--- config.mk ---
export PLATFORM = sky130hd
export DESIGN_NAME = bellman_backup_min_q
export DESIGN_NICKNAME = d
export VERILOG_FILES = /design/src/hdl/bbmq_pkg.sv /design/src/hdl/bbmq_ctrl.sv /design/src/hdl/bbmq_dp.sv /design/src/hdl/bellman_backup_min_q.sv
export SDC_FILE = /design/constraint.sdc
export NUM_CORES = 2
export LEC_CHECK = 0
export ABC_CLOCK_PERIOD_IN_PS = 9000
export BUFFER_PORTS_ARGS = -buffer_cell sky130_fd_sc_hd__buf_2
export CORE_ASPECT_RATIO = 1.4
export CORE_UTILIZATION = 65
export CTS_CLUSTER_DIAMETER = 100
export DETAILED_ROUTE_END_ITERATION = 7
export PLACE_DENSITY = 0.89
export SLEW_MARGIN = 20
export SYNTH_ARGS = -nofsm -noshare
export SYNTH_HDL_FRONTEND = slang
export SYNTH_SLANG_ARGS = --single-unit
--- constraint.sdc ---
create_clock -name clock -period 9 [get_ports clock]
set_input_delay 2.7 -clock clock [delete_from_list [all_inputs] [get_ports clock]]
set_output_delay 2.7 -clock clock [all_outputs]
set_load 0.005 [all_outputs]
--- src/hdl/bbmq_pkg.sv ---
// Package for the Bellman backup min-Q block: payload structs, controller
// state and command/status types, register indexes and fixed constants.
// No dependencies.
package bbmq_pkg;

   localparam int MAX_ACTIONS = 16;

   localparam int VALUE_W = 32;
   localparam int PROB_W = 17;
   localparam int ACT_W = 4;
   localparam int SUM_W = 52;
   localparam int PROD_W = PROB_W + VALUE_W;
   localparam int FRAC_W = 16;
   localparam int SCALED_W = SUM_W - FRAC_W + PROB_W - FRAC_W;
   localparam int CSR_DATA_W = 32;
   localparam int CSR_INDEX_W = 1;

   localparam logic [PROB_W-1:0] ONE_Q16 = PROB_W'(65536);
   localparam logic [VALUE_W-1:0] DISCOUNT_RESET = VALUE_W'(65536);
   localparam logic [VALUE_W-1:0] DEAD_END_LIMIT_RESET = VALUE_W'(65536000);

   localparam logic [CSR_INDEX_W-1:0] CSR_DISCOUNT = 1'b0;
   localparam logic [CSR_INDEX_W-1:0] CSR_DEAD_END_LIMIT = 1'b1;

   typedef struct packed {
      logic [ACT_W-1:0]   action_index;
      logic               applicable;
      logic [PROB_W-1:0]  succ_prob;
      logic [VALUE_W-1:0] succ_value;
      logic [VALUE_W-1:0] step_cost;
      logic               last_successor;
      logic               last_action;
      logic               is_goal;
      logic [VALUE_W-1:0] old_value;
   } req_type;

   typedef struct packed {
      logic [VALUE_W-1:0] best_value;
      logic [ACT_W-1:0]   best_action;
      logic               has_action;
      logic               dead_end;
      logic [VALUE_W-1:0] residual;
   } rsp_type;

   typedef enum logic [2:0] {
      ST_IDLE,
      ST_MUL1,
      ST_ACC,
      ST_MUL2,
      ST_QUPD,
      ST_BEST,
      ST_EMIT
   } state_type;

   typedef struct packed {
      logic ld_item;
      logic mul1;
      logic acc;
      logic mul2;
      logic qupd;
      logic best;
      logic emit;
   } cmd_type;

   typedef struct packed {
      logic qual;
      logic last_succ;
      logic last_act;
      logic out_free;
   } status_type;

endpackage

--- src/hdl/bbmq_ctrl.sv ---
// Sequencer of the Bellman backup min-Q block.
// Depends on bbmq_pkg; drives commands into bbmq_dp and reads its status.
module bbmq_ctrl (
   input  logic                 clock,
   input  logic                 reset,
   input  logic                 req_valid,
   output logic                 req_stall,
   input  bbmq_pkg::status_type status,
   output bbmq_pkg::cmd_type    cmd
);

   bbmq_pkg::state_type state_ff;
   bbmq_pkg::state_type state_in;

   always_ff @(posedge clock) begin
      if (reset) begin
         state_ff <= bbmq_pkg::ST_IDLE;
      end else begin
         state_ff <= state_in;
      end
   end

   always_comb begin
      state_in = state_ff;
      cmd = '0;
      req_stall = 1'b1;
      case (state_ff)
         bbmq_pkg::ST_IDLE: begin
            req_stall = 1'b0;
            if (req_valid) begin
               cmd.ld_item = 1'b1;
               state_in = bbmq_pkg::ST_MUL1;
            end
         end
         bbmq_pkg::ST_MUL1: begin
            cmd.mul1 = 1'b1;
            state_in = bbmq_pkg::ST_ACC;
         end
         bbmq_pkg::ST_ACC: begin
            cmd.acc = status.qual;
            if (status.qual && status.last_succ) begin
               state_in = bbmq_pkg::ST_MUL2;
            end else if (status.last_act) begin
               state_in = bbmq_pkg::ST_BEST;
            end else begin
               state_in = bbmq_pkg::ST_IDLE;
            end
         end
         bbmq_pkg::ST_MUL2: begin
            cmd.mul2 = 1'b1;
            state_in = bbmq_pkg::ST_QUPD;
         end
         bbmq_pkg::ST_QUPD: begin
            cmd.qupd = 1'b1;
            state_in = status.last_act ? bbmq_pkg::ST_BEST : bbmq_pkg::ST_IDLE;
         end
         bbmq_pkg::ST_BEST: begin
            cmd.best = 1'b1;
            state_in = bbmq_pkg::ST_EMIT;
         end
         bbmq_pkg::ST_EMIT: begin
            // hold until the result register is free
            if (status.out_free) begin
               cmd.emit = 1'b1;
               state_in = bbmq_pkg::ST_IDLE;
            end
         end
         default: begin
            state_in = bbmq_pkg::ST_IDLE;
         end
      endcase
   end

endmodule

--- src/hdl/bbmq_dp.sv ---
// Datapath of the Bellman backup min-Q block: item register, multipliers,
// accumulator, running minimum, configuration and result register.
// Depends on bbmq_pkg; sequenced by bbmq_ctrl.
module bbmq_dp #(
   parameter int MAX_ACTIONS = bbmq_pkg::MAX_ACTIONS
) (
   input  logic                                   clock,
   input  logic                                   reset,
   input  bbmq_pkg::req_type                      req_data,
   output bbmq_pkg::rsp_type                      rsp_data,
   output logic                                   rsp_valid,
   input  logic                                   rsp_stall,
   input  logic                                   csr_we,
   input  logic [bbmq_pkg::CSR_INDEX_W-1:0]       csr_index,
   input  logic [bbmq_pkg::CSR_DATA_W-1:0]        csr_wdata,
   input  bbmq_pkg::cmd_type                      cmd,
   output bbmq_pkg::status_type                   status
);

   localparam int VW = bbmq_pkg::VALUE_W;
   localparam int PW = bbmq_pkg::PROB_W;
   localparam int AW = bbmq_pkg::ACT_W;
   localparam int SW = bbmq_pkg::SUM_W;
   localparam int FW = bbmq_pkg::FRAC_W;
   localparam int MW = bbmq_pkg::PROD_W;
   localparam int QW = bbmq_pkg::SCALED_W;
   localparam int MUL2_W = SW - FW + PW;
   localparam int CMP_IDX_W = 9;

   bbmq_pkg::req_type item_ff, item_in;
   bbmq_pkg::rsp_type rsp_data_ff, rsp_data_in;
   logic              rsp_valid_ff, rsp_valid_in;
   logic [PW-1:0]     discount_ff, discount_in;
   logic [VW-1:0]     limit_ff, limit_in;
   logic [MW-1:0]     prod_ff, prod_in;
   logic [SW-1:0]     sum_ff, sum_in;
   logic [QW-1:0]     scaled_ff, scaled_in;
   logic [VW-1:0]     min_ff, min_in;
   logic [AW-1:0]     min_act_ff, min_act_in;
   logic              min_valid_ff, min_valid_in;
   logic              any_appl_ff, any_appl_in;
   logic [VW-1:0]     best_ff, best_in;
   logic [AW-1:0]     best_act_ff, best_act_in;
   logic              has_ff, has_in;
   logic              dead_ff, dead_in;

   logic [SW:0]       sum_ext;
   logic [MUL2_W-1:0] mul2_full;
   logic [QW:0]       q_full;
   logic [VW-1:0]     q_capped;
   logic [VW-1:0]     bound;
   logic [PW-1:0]     wr_disc;

   assign status.qual = item_ff.applicable &&
      (CMP_IDX_W'(item_ff.action_index) < CMP_IDX_W'(MAX_ACTIONS));
   assign status.last_succ = item_ff.last_successor;
   assign status.last_act = item_ff.last_action;
   assign status.out_free = !rsp_valid_ff || !rsp_stall;

   assign rsp_data = rsp_data_ff;
   assign rsp_valid = rsp_valid_ff;

   always_comb begin
      item_in = cmd.ld_item ? req_data : item_ff;
      prod_in = cmd.mul1 ? (MW'(item_ff.succ_prob) * MW'(item_ff.succ_value)) : prod_ff;

      // clamp discount above one
      wr_disc = csr_wdata[PW-1:0];
      discount_in = discount_ff;
      limit_in = limit_ff;
      if (csr_we && csr_index == bbmq_pkg::CSR_DISCOUNT) begin
         discount_in = (wr_disc > bbmq_pkg::ONE_Q16) ? bbmq_pkg::ONE_Q16 : wr_disc;
      end
      if (csr_we && csr_index == bbmq_pkg::CSR_DEAD_END_LIMIT) begin
         limit_in = csr_wdata[VW-1:0];
      end

      sum_ext = {1'b0, sum_ff} + (SW+1)'(prod_ff);
      mul2_full = MUL2_W'(sum_ff[SW-1:FW]) * MUL2_W'(discount_ff);
      scaled_in = cmd.mul2 ? mul2_full[MUL2_W-1:FW] : scaled_ff;
      q_full = {1'b0, scaled_ff} + (QW+1)'(item_ff.step_cost);
      q_capped = (q_full > (QW+1)'(limit_ff)) ? limit_ff : q_full[VW-1:0];

      sum_in = sum_ff;
      min_in = min_ff;
      min_act_in = min_act_ff;
      min_valid_in = min_valid_ff;
      any_appl_in = any_appl_ff;
      if (cmd.acc) begin
         any_appl_in = 1'b1;
         sum_in = sum_ext[SW] ? '1 : sum_ext[SW-1:0];
      end
      if (cmd.qupd) begin
         sum_in = '0;
         if (!min_valid_ff || q_capped < min_ff) begin
            min_in = q_capped;
            min_act_in = item_ff.action_index;
            min_valid_in = 1'b1;
         end
      end
      if (cmd.emit) begin
         sum_in = '0;
         min_in = '1;
         min_act_in = '0;
         min_valid_in = 1'b0;
         any_appl_in = 1'b0;
      end

      if (item_ff.is_goal) begin
         bound = '0;
      end else if (limit_ff == '1) begin
         bound = '1;
      end else begin
         bound = limit_ff + VW'(1);
      end

      best_in = best_ff;
      best_act_in = best_act_ff;
      has_in = has_ff;
      dead_in = dead_ff;
      if (cmd.best) begin
         if (min_valid_ff && min_ff < bound) begin
            best_in = min_ff;
            best_act_in = min_act_ff;
            has_in = 1'b1;
            dead_in = !any_appl_ff && (min_ff >= limit_ff);
         end else begin
            best_in = bound;
            best_act_in = '0;
            has_in = 1'b0;
            dead_in = !any_appl_ff && (bound >= limit_ff);
         end
      end

      rsp_data_in = rsp_data_ff;
      rsp_valid_in = rsp_valid_ff;
      if (cmd.emit) begin
         rsp_data_in.best_value = best_ff;
         rsp_data_in.best_action = best_act_ff;
         rsp_data_in.has_action = has_ff;
         rsp_data_in.dead_end = dead_ff;
         rsp_data_in.residual = (item_ff.old_value >= best_ff) ?
            (item_ff.old_value - best_ff) : (best_ff - item_ff.old_value);
         rsp_valid_in = 1'b1;
      end else if (!rsp_stall) begin
         rsp_valid_in = 1'b0;
      end
   end

   always_ff @(posedge clock) begin
      if (reset) begin
         rsp_valid_ff <= 1'b0;
         discount_ff <= bbmq_pkg::DISCOUNT_RESET[PW-1:0];
         limit_ff <= bbmq_pkg::DEAD_END_LIMIT_RESET;
         sum_ff <= '0;
         min_ff <= '1;
         min_act_ff <= '0;
         min_valid_ff <= 1'b0;
         any_appl_ff <= 1'b0;
      end else begin
         rsp_valid_ff <= rsp_valid_in;
         discount_ff <= discount_in;
         limit_ff <= limit_in;
         sum_ff <= sum_in;
         min_ff <= min_in;
         min_act_ff <= min_act_in;
         min_valid_ff <= min_valid_in;
         any_appl_ff <= any_appl_in;
      end
   end

   always_ff @(posedge clock) begin
      item_ff <= item_in;
      prod_ff <= prod_in;
      scaled_ff <= scaled_in;
      best_ff <= best_in;
      best_act_ff <= best_act_in;
      has_ff <= has_in;
      dead_ff <= dead_in;
      rsp_data_ff <= rsp_data_in;
   end

endmodule

--- src/hdl/bellman_backup_min_q.sv ---
// Top level of the Bellman backup min-Q block: joins sequencer and datapath.
// Depends on bbmq_pkg, bbmq_ctrl and bbmq_dp.
//
// Streams one state's successor records (action by action) and returns one
// transaction per state at the item flagged last_action: the minimum
// Q-value (step cost plus discounted expected successor cost, capped at
// dead_end_limit), its action, a has_action flag, a dead-end mark and the
// residual against old_value. Values are unsigned Q16.16; probabilities and
// discount are Q1.16. Items whose action index is at or above MAX_ACTIONS
// count as placeholders. The block works on one item at a time, sequenced by a
// small state machine: each item is captured, probability times value is
// multiplied and, for an applicable item, added with saturation; an item
// closing an action then gets the discount multiply and the cost add with cap
// and minimum compare, and one closing the state gets bound selection and the
// result load, which waits while the result register is stalled. A finished
// result waits in the output register while the next item is taken in.
// Write discount and dead_end_limit only while no transaction is in flight.
module bellman_backup_min_q #(
   parameter int MAX_ACTIONS = bbmq_pkg::MAX_ACTIONS
) (
   input  logic                               clock,
   input  logic                               reset,
   input  logic                               req_valid,
   output logic                               req_stall,
   input  bbmq_pkg::req_type                  req_data,
   output logic                               rsp_valid,
   input  logic                               rsp_stall,
   output bbmq_pkg::rsp_type                  rsp_data,
   input  logic                               csr_we,
   input  logic [bbmq_pkg::CSR_INDEX_W-1:0]   csr_index,
   input  logic [bbmq_pkg::CSR_DATA_W-1:0]    csr_wdata
);

   // command and status between sequencer and datapath
   bbmq_pkg::cmd_type    cmd;
   bbmq_pkg::status_type status;

   // sequencer: accept one transaction, step it through the datapath
   bbmq_ctrl u_ctrl (
      .clock     (clock),
      .reset     (reset),
      .req_valid (req_valid),
      .req_stall (req_stall),
      .status    (status),
      .cmd       (cmd)
   );

   // datapath: arithmetic, running minimum, configuration, result register
   bbmq_dp #(
      .MAX_ACTIONS (MAX_ACTIONS)
   ) u_dp (
      .clock     (clock),
      .reset     (reset),
      .req_data  (req_data),
      .rsp_data  (rsp_data),
      .rsp_valid (rsp_valid),
      .rsp_stall (rsp_stall),
      .csr_we    (csr_we),
      .csr_index (csr_index),
      .csr_wdata (csr_wdata),
      .cmd       (cmd),
      .status    (status)
   );

endmodule

# Yosys cells after proc, flatten, opt, wreduce, memory -nomap -nowiden
# Cells that the tools add are included.
# op_classes
n_addsub,5
multipliers,2
magnitude_cmp,7
eq_ne,10
n_mux,26
n_bitwise,1
reduce_logical,17
# ops
op,count
$mux 32,5
$ge 32x32->1,3
$lt 32x32->1,2
$sub 32x32->32,2
$add 52x49->53,1
$mul 36x17->53,1
$mux 52,1
$mul 17x32->49,1
$add 37x32->38,1
$gt 38x32->1,1
$add 32x1->32 const B,1
$eq 32x32->1 const B,1
$pmux 3 s7,1
$gt 17x17->1 const B,1
$mux 17,1
$mux 1,14
$mux 3,4
$eq 3x3->1 const B,3
$eq 3x2->1 const B,2
$logic_and 1x1->1,6
$logic_not 1->1,4
$ne 2x2->1 const B,2
$reduce_and 2->1,2
$eq 3x1->1 const B,1
6 further kinds,7
# totals
register_bits,458
in_bits,159
output_inout_bits,72
elab_cells,97

# Depth between registers and ports, before layout
# logic_depth
word_depth,6
depth_mapped,35
depth_no_buf,33

# By module
# Synthesis repeated with hierarchy kept, for this count alone.
# hier_totals
cells_unflattened,6827
hier_area_um2,62782.7
# modules_own_cells
mod,instances,cells_each,area_per_inst_um2,seq_area_each_um2
bbmq_dp,1,6792,62507.4,12261.8
bbmq_ctrl,1,35,275.3,60.1

# Worst setup path after synthesis
# No wires, ideal clock.
# synth_path
path_kind,input-to-reg
start,in req_valid
end,reg u_dp.item_ff[0] (netlist bit) (enable)
t_arrival_ns,7.725
slack_ns,0.673
path_stages,2
path_buffers,0
cell_sequence,inv_1 -> nor2_1
# synth_rtl
element,line_no,text
from (decl),bellman_backup_min_q.sv:23,"input logic req_valid,"
to (signal assigned),bbmq_dp.sv:173,item_ff <= item_in;
to (decl),bbmq_dp.sv:30,"bbmq_pkg::req_type item_ff, item_in;"

# Worst setup path after layout
# layout_path
start,reg u_dp.scaled_ff[0]
end,reg u_dp.min_ff[7]
# layout_between
elab_chain_cells,6
# layout_rtl
element,line_no,text
from (decl),bbmq_dp.sv:37,"logic [QW-1:0] scaled_ff, scaled_in;"
from (signal assigned),bbmq_dp.sv:175,scaled_ff <= scaled_in;
$add 37x32->38 (*),bbmq_dp.sv:81,"q_full = {1'b0, scaled_ff} + (QW+1)'(item_ff.step_cost);"
$gt 38x32->1,bbmq_dp.sv:82,q_capped = (q_full > (QW+1)'(limit_ff)) ? limit_ff : q_full[VW-1:0];
$mux 32 (*),bbmq_dp.sv:82,
via u_dp.q_capped[31],bbmq_dp.sv:50,logic [VW-1:0] q_capped;
$lt 32x32->1 (*),bbmq_dp.sv:95,if (!min_valid_ff || q_capped < min_ff) begin
$logic_or 1x1->1 (*),bbmq_dp.sv:95,
$reduce_and 2->1 (no line) (*),n/a,
to (signal assigned),bbmq_dp.sv:165,min_ff <= min_in;
to (decl),bbmq_dp.sv:38,"logic [VW-1:0] min_ff, min_in;"
# Mark *: on every way through the listed nets, which the timed path passes. The rest lies on a longest branch.
# A chain may end at the register's enable or synchronous reset.

==> results.cfg <==
[cts]
clk_latency_ns = 0.68
post_cts_resized = 0
clk_pin_slew_worst_paths_ns = 0.06
postCtsHoldBufs = 0
cts_setup_buffers = 0
htreeDepth = 2
root_buffer = clkbuf_16
numCtsBuffers = 52
cts_tree = built
cts_num_sinks = 458
cts_buffer_depth = 3

[sta]
setup_viol = 0
rsz0062_at_grt = false
hold_viol = 0
tightest_slew_ns = 1.21
maxSlewViolCount = 0
max_slew_margin = 0.193
post-route-min-period_ns = 8.50
final.setup.tns_ns = 0
fmax_mhz = 118
fin_skew_ns = 0.0510
period_share = 0.944

[power]
ir_drop_mv = 0.552
leakagePower_nw = 30.2
powerDensity_nw_per_um2 = 320

[flow_run]
maxCapViolCount = 0

[grt]
use_met3 = 0.0786
grt_pass1_wl_microns = 285000
grt_pass1_vias = 54900
grt_start_max_net_pins = 71
gr-usage-all-layers = 0.378
globalRouteOverflowTotal = 0
use_met1 = 0.388
use_met2 = 0.665
gr-max-usage-layer = met2
antenna_found_initial = 13

[route]
first_pass_iters = 7
routedWlPerCell_microns = 22.3
drc_errors = 0
first_iter_violations = 4488
vias_per_cell = 6.24
via_count = 50600
wirelength_microns = 181000
antenna_left = 0

[worst_setup_path]
startpoint_type = flop
critPathTopFamily = compound AO/OA/AOI/OAI gates
cp-end-kind = flop
critPathBufInv = 2
path_class = flop to flop
crit_required_ns = 9.53
crit_top_cell = ha_1
critPathArrivalTime_ns = 9.02
crit_fanout = 35
critPathSlowestCell = or4_2
slowest_delay_ns = 0.72

[floorplanning]
core_area_sq_um = 95400
dieWidth_microns = 264
boundaryPins = 231
dieHeight_microns = 369
die-area_sq_um = 97600
fp-row-count = 134
initial_core_util = 0.656

[final_layout]
area_growth_pct = 6.14
regArea_sq_um = 12300
fillers = 6692
fin_util = 0.697
multi_input_area_sq_um = 44400
nNetsFinal = 8496
drive_above_1_share = 0.0767

[run_status]
run_status = complete, no violations

[yosys]
synth_compound_area_frac = 0.112
synth_top_family_by_area = adder cells
synth_top_cell_by_area = fa_1
avgSynthCellArea_sq_um = 9.21
synth_warnings = 0
synth_ff_type = edfxtp_1
synth_area_leaders = fa_1, edfxtp_1, ha_1, inv_1, nand2_1
synth_edf_count = 315
yosysMostFrequentCell = inv_1
synth-async-reset-ratio = 0
synth_cell_type_count = 106
synth_top_area_frac = 0.307
netlist_instances = 6801
ys_seq_elements = 458
synthTopCellsByCount = inv_1, nand2_1, fa_1
synth-simple-area-share = 0.145
synth-xor-area-share = 0.0280
synth_nets = 8471
synthAdderAreaFrac = 0.417
yosysSeqAreaShare = 0.197
netlist_area_sq_um = 62600
synth_mux_area_frac = 0.00670

[place]
place.gp.congestion = 1.01
dp_hpwl_microns = 141000
placement.io_buffers = 230

[worst_hold_path]
hp-class = flop to flop
-- path summary, 6_finish.rpt --
| check | startpoint | to | slack (ns) | depth (start not counted) |
|---|---|---|---|---|
| worst max-delay path | u_dp.scaled_ff[0]$_DFFE_PP_ | u_dp.min_ff[7]$_SDFFE_PP1P_ | 0.50 | 30 |
| worst min-delay path | u_dp.best_act_ff[2]$_SDFFCE_PN0N_ | u_dp.rsp_data[36]$_DFFE_PP_ | 0.43 | 0 |
| worst max register to register | u_dp.scaled_ff[0]$_DFFE_PP_ | u_dp.min_ff[7]$_SDFFE_PP1P_ | 0.50 | 30 |
| worst min register to register | u_dp.best_act_ff[2]$_SDFFCE_PN0N_ | u_dp.rsp_data[36]$_DFFE_PP_ | 0.43 | 0 |
-- routing by layer --
| layer | part of all wire | wire length [microns] | up-vias |
|---|---|---|---|
| li1 | - | - | 21800 |
| met4 | 0.095 | 17300 | 2 |
| met5 | 0.000066 | 12 | - |
| met1 | 0.32 | 57400 | 24500 |
| met3 | 0.092 | 16700 | 1202 |
| met2 | 0.50 | 89600 | 3056 |
-- layout by cell type, fill, tap and decap left out, types with 10 or more instances in the layout --
cell type,netlist,routed
inv_1,1191,1191
buf_2,15,230
o31ai_1,10,10
dfxtp_2,0,12
ha_1,551,551
a21o_1,140,140
edfxtp_1,315,315
nand2_1,1065,1065
nor4_1,12,12
mux2_2,27,27
a211o_1,12,12
a221oi_1,12,12
dfxtp_1,143,131
and2_1,344,343
or3_1,11,11
a21boi_0,12,12
a22oi_1,14,14
o21bai_1,43,43
and3_1,29,28
a211oi_1,43,43
o221a_2,12,12
nor2_1,190,188
xnor2_1,131,131
a21oi_1,380,379
o211ai_1,22,22
o21a_1,38,37
clkbuf_16,0,52
clkinvlp_4,0,10
nor3_1,45,44
nand3_1,66,66
and4_1,13,13
o21ai_0,233,233
nand4_1,69,69
xor2_1,69,69
buf_4,6,88
nand2b_1,36,36
fa_1,960,960
a31oi_1,19,19
nor2b_1,36,36
-- sequential cells by signal, summed over array words and instances, names as in the netlist --
register / count
u_ctrl.state_ff: 3
u_dp.any_appl_ff: 1
u_dp.best_act_ff: 4
u_dp.best_ff: 32
u_dp.dead_ff: 1
u_dp.discount_ff: 17
u_dp.has_ff: 1
u_dp.item_ff: 118
u_dp.limit_ff: 32
u_dp.min_act_ff: 4
u_dp.min_ff: 32
u_dp.min_valid_ff: 1
u_dp.prod_ff: 49
u_dp.rsp_data: 70
u_dp.rsp_valid: 1
u_dp.scaled_ff: 37
u_dp.status: 3
u_dp.sum_ff: 52
-- worst register-to-register path, delay by kind of cell (launching register included) --
| kind | cells | cell delay [ns] |
|---|---|---|
| buffers and inverters | 2 | 0.69 |
| AO/OA/AOI/OAI | 15 | 3.69 |
| XOR/XNOR | 1 | 0.21 |
| flip-flops | 1 | 0.38 |
| adder cells (fa/ha/maj) | 4 | 1.17 |
| AND/OR/NAND/NOR | 7 | 1.83 |
| multiplexers | 1 | 0.43 |
-- where the power goes --
part           internal [mW]  switching (mW)  leakage, nW
sequential              3.27           0.268         4.09
clock                   1.28            1.03        0.866
combinational           6.59            8.84         25.2
total                   11.1            10.1         30.2
-- logic make-up after synthesis --
kind of cell             after synthesis
XOR/XNOR                             200
AND/OR/NAND/NOR                     1957
AO/OA/AOI/OAI                       1097
multiplexers                          38
buffers and inverters               1540
adder cells (fa/ha/maj)             1511
flip-flops                           458
-- final cells by class --
class                           count  area share
Sequential cell                   458       0.186
Clock buffer                       58      0.0204
Timing Repair Buffer              320      0.0278
Antenna cell                        9    0.000339
Tap cell                         1224      0.0230
Inverter                         1191      0.0673
Clock inverter                     40     0.00699
Multi-Input combinational cell   4803       0.668
-- metrics by stage --
| step | hold slack [ns] | worst slack [ns] | cell area (sq um) | total power [mW] | std cells |
|---|---|---|---|---|---|
| 3_5_place_dp | 0.418 | 0.599 | 64600 | 18.7 | 7995 |
| 5_1_grt | 0.448 | 0.0954 | 66400 | 23.1 | 8096 |
| 6_report | 0.432 | 0.505 | 66400 | 21.3 | 8103 |
| 2_1_floorplan | 0.400 | 0.673 | 62600 | 15.2 | 6801 |
| 4_1_cts | 0.434 | 0.548 | 66400 | 21.1 | 8093 |
| 3_3_place_gp | 0.403 | 0.620 | 64600 | 17.9 | 7995 |
(Power assumes the default switching activity.)
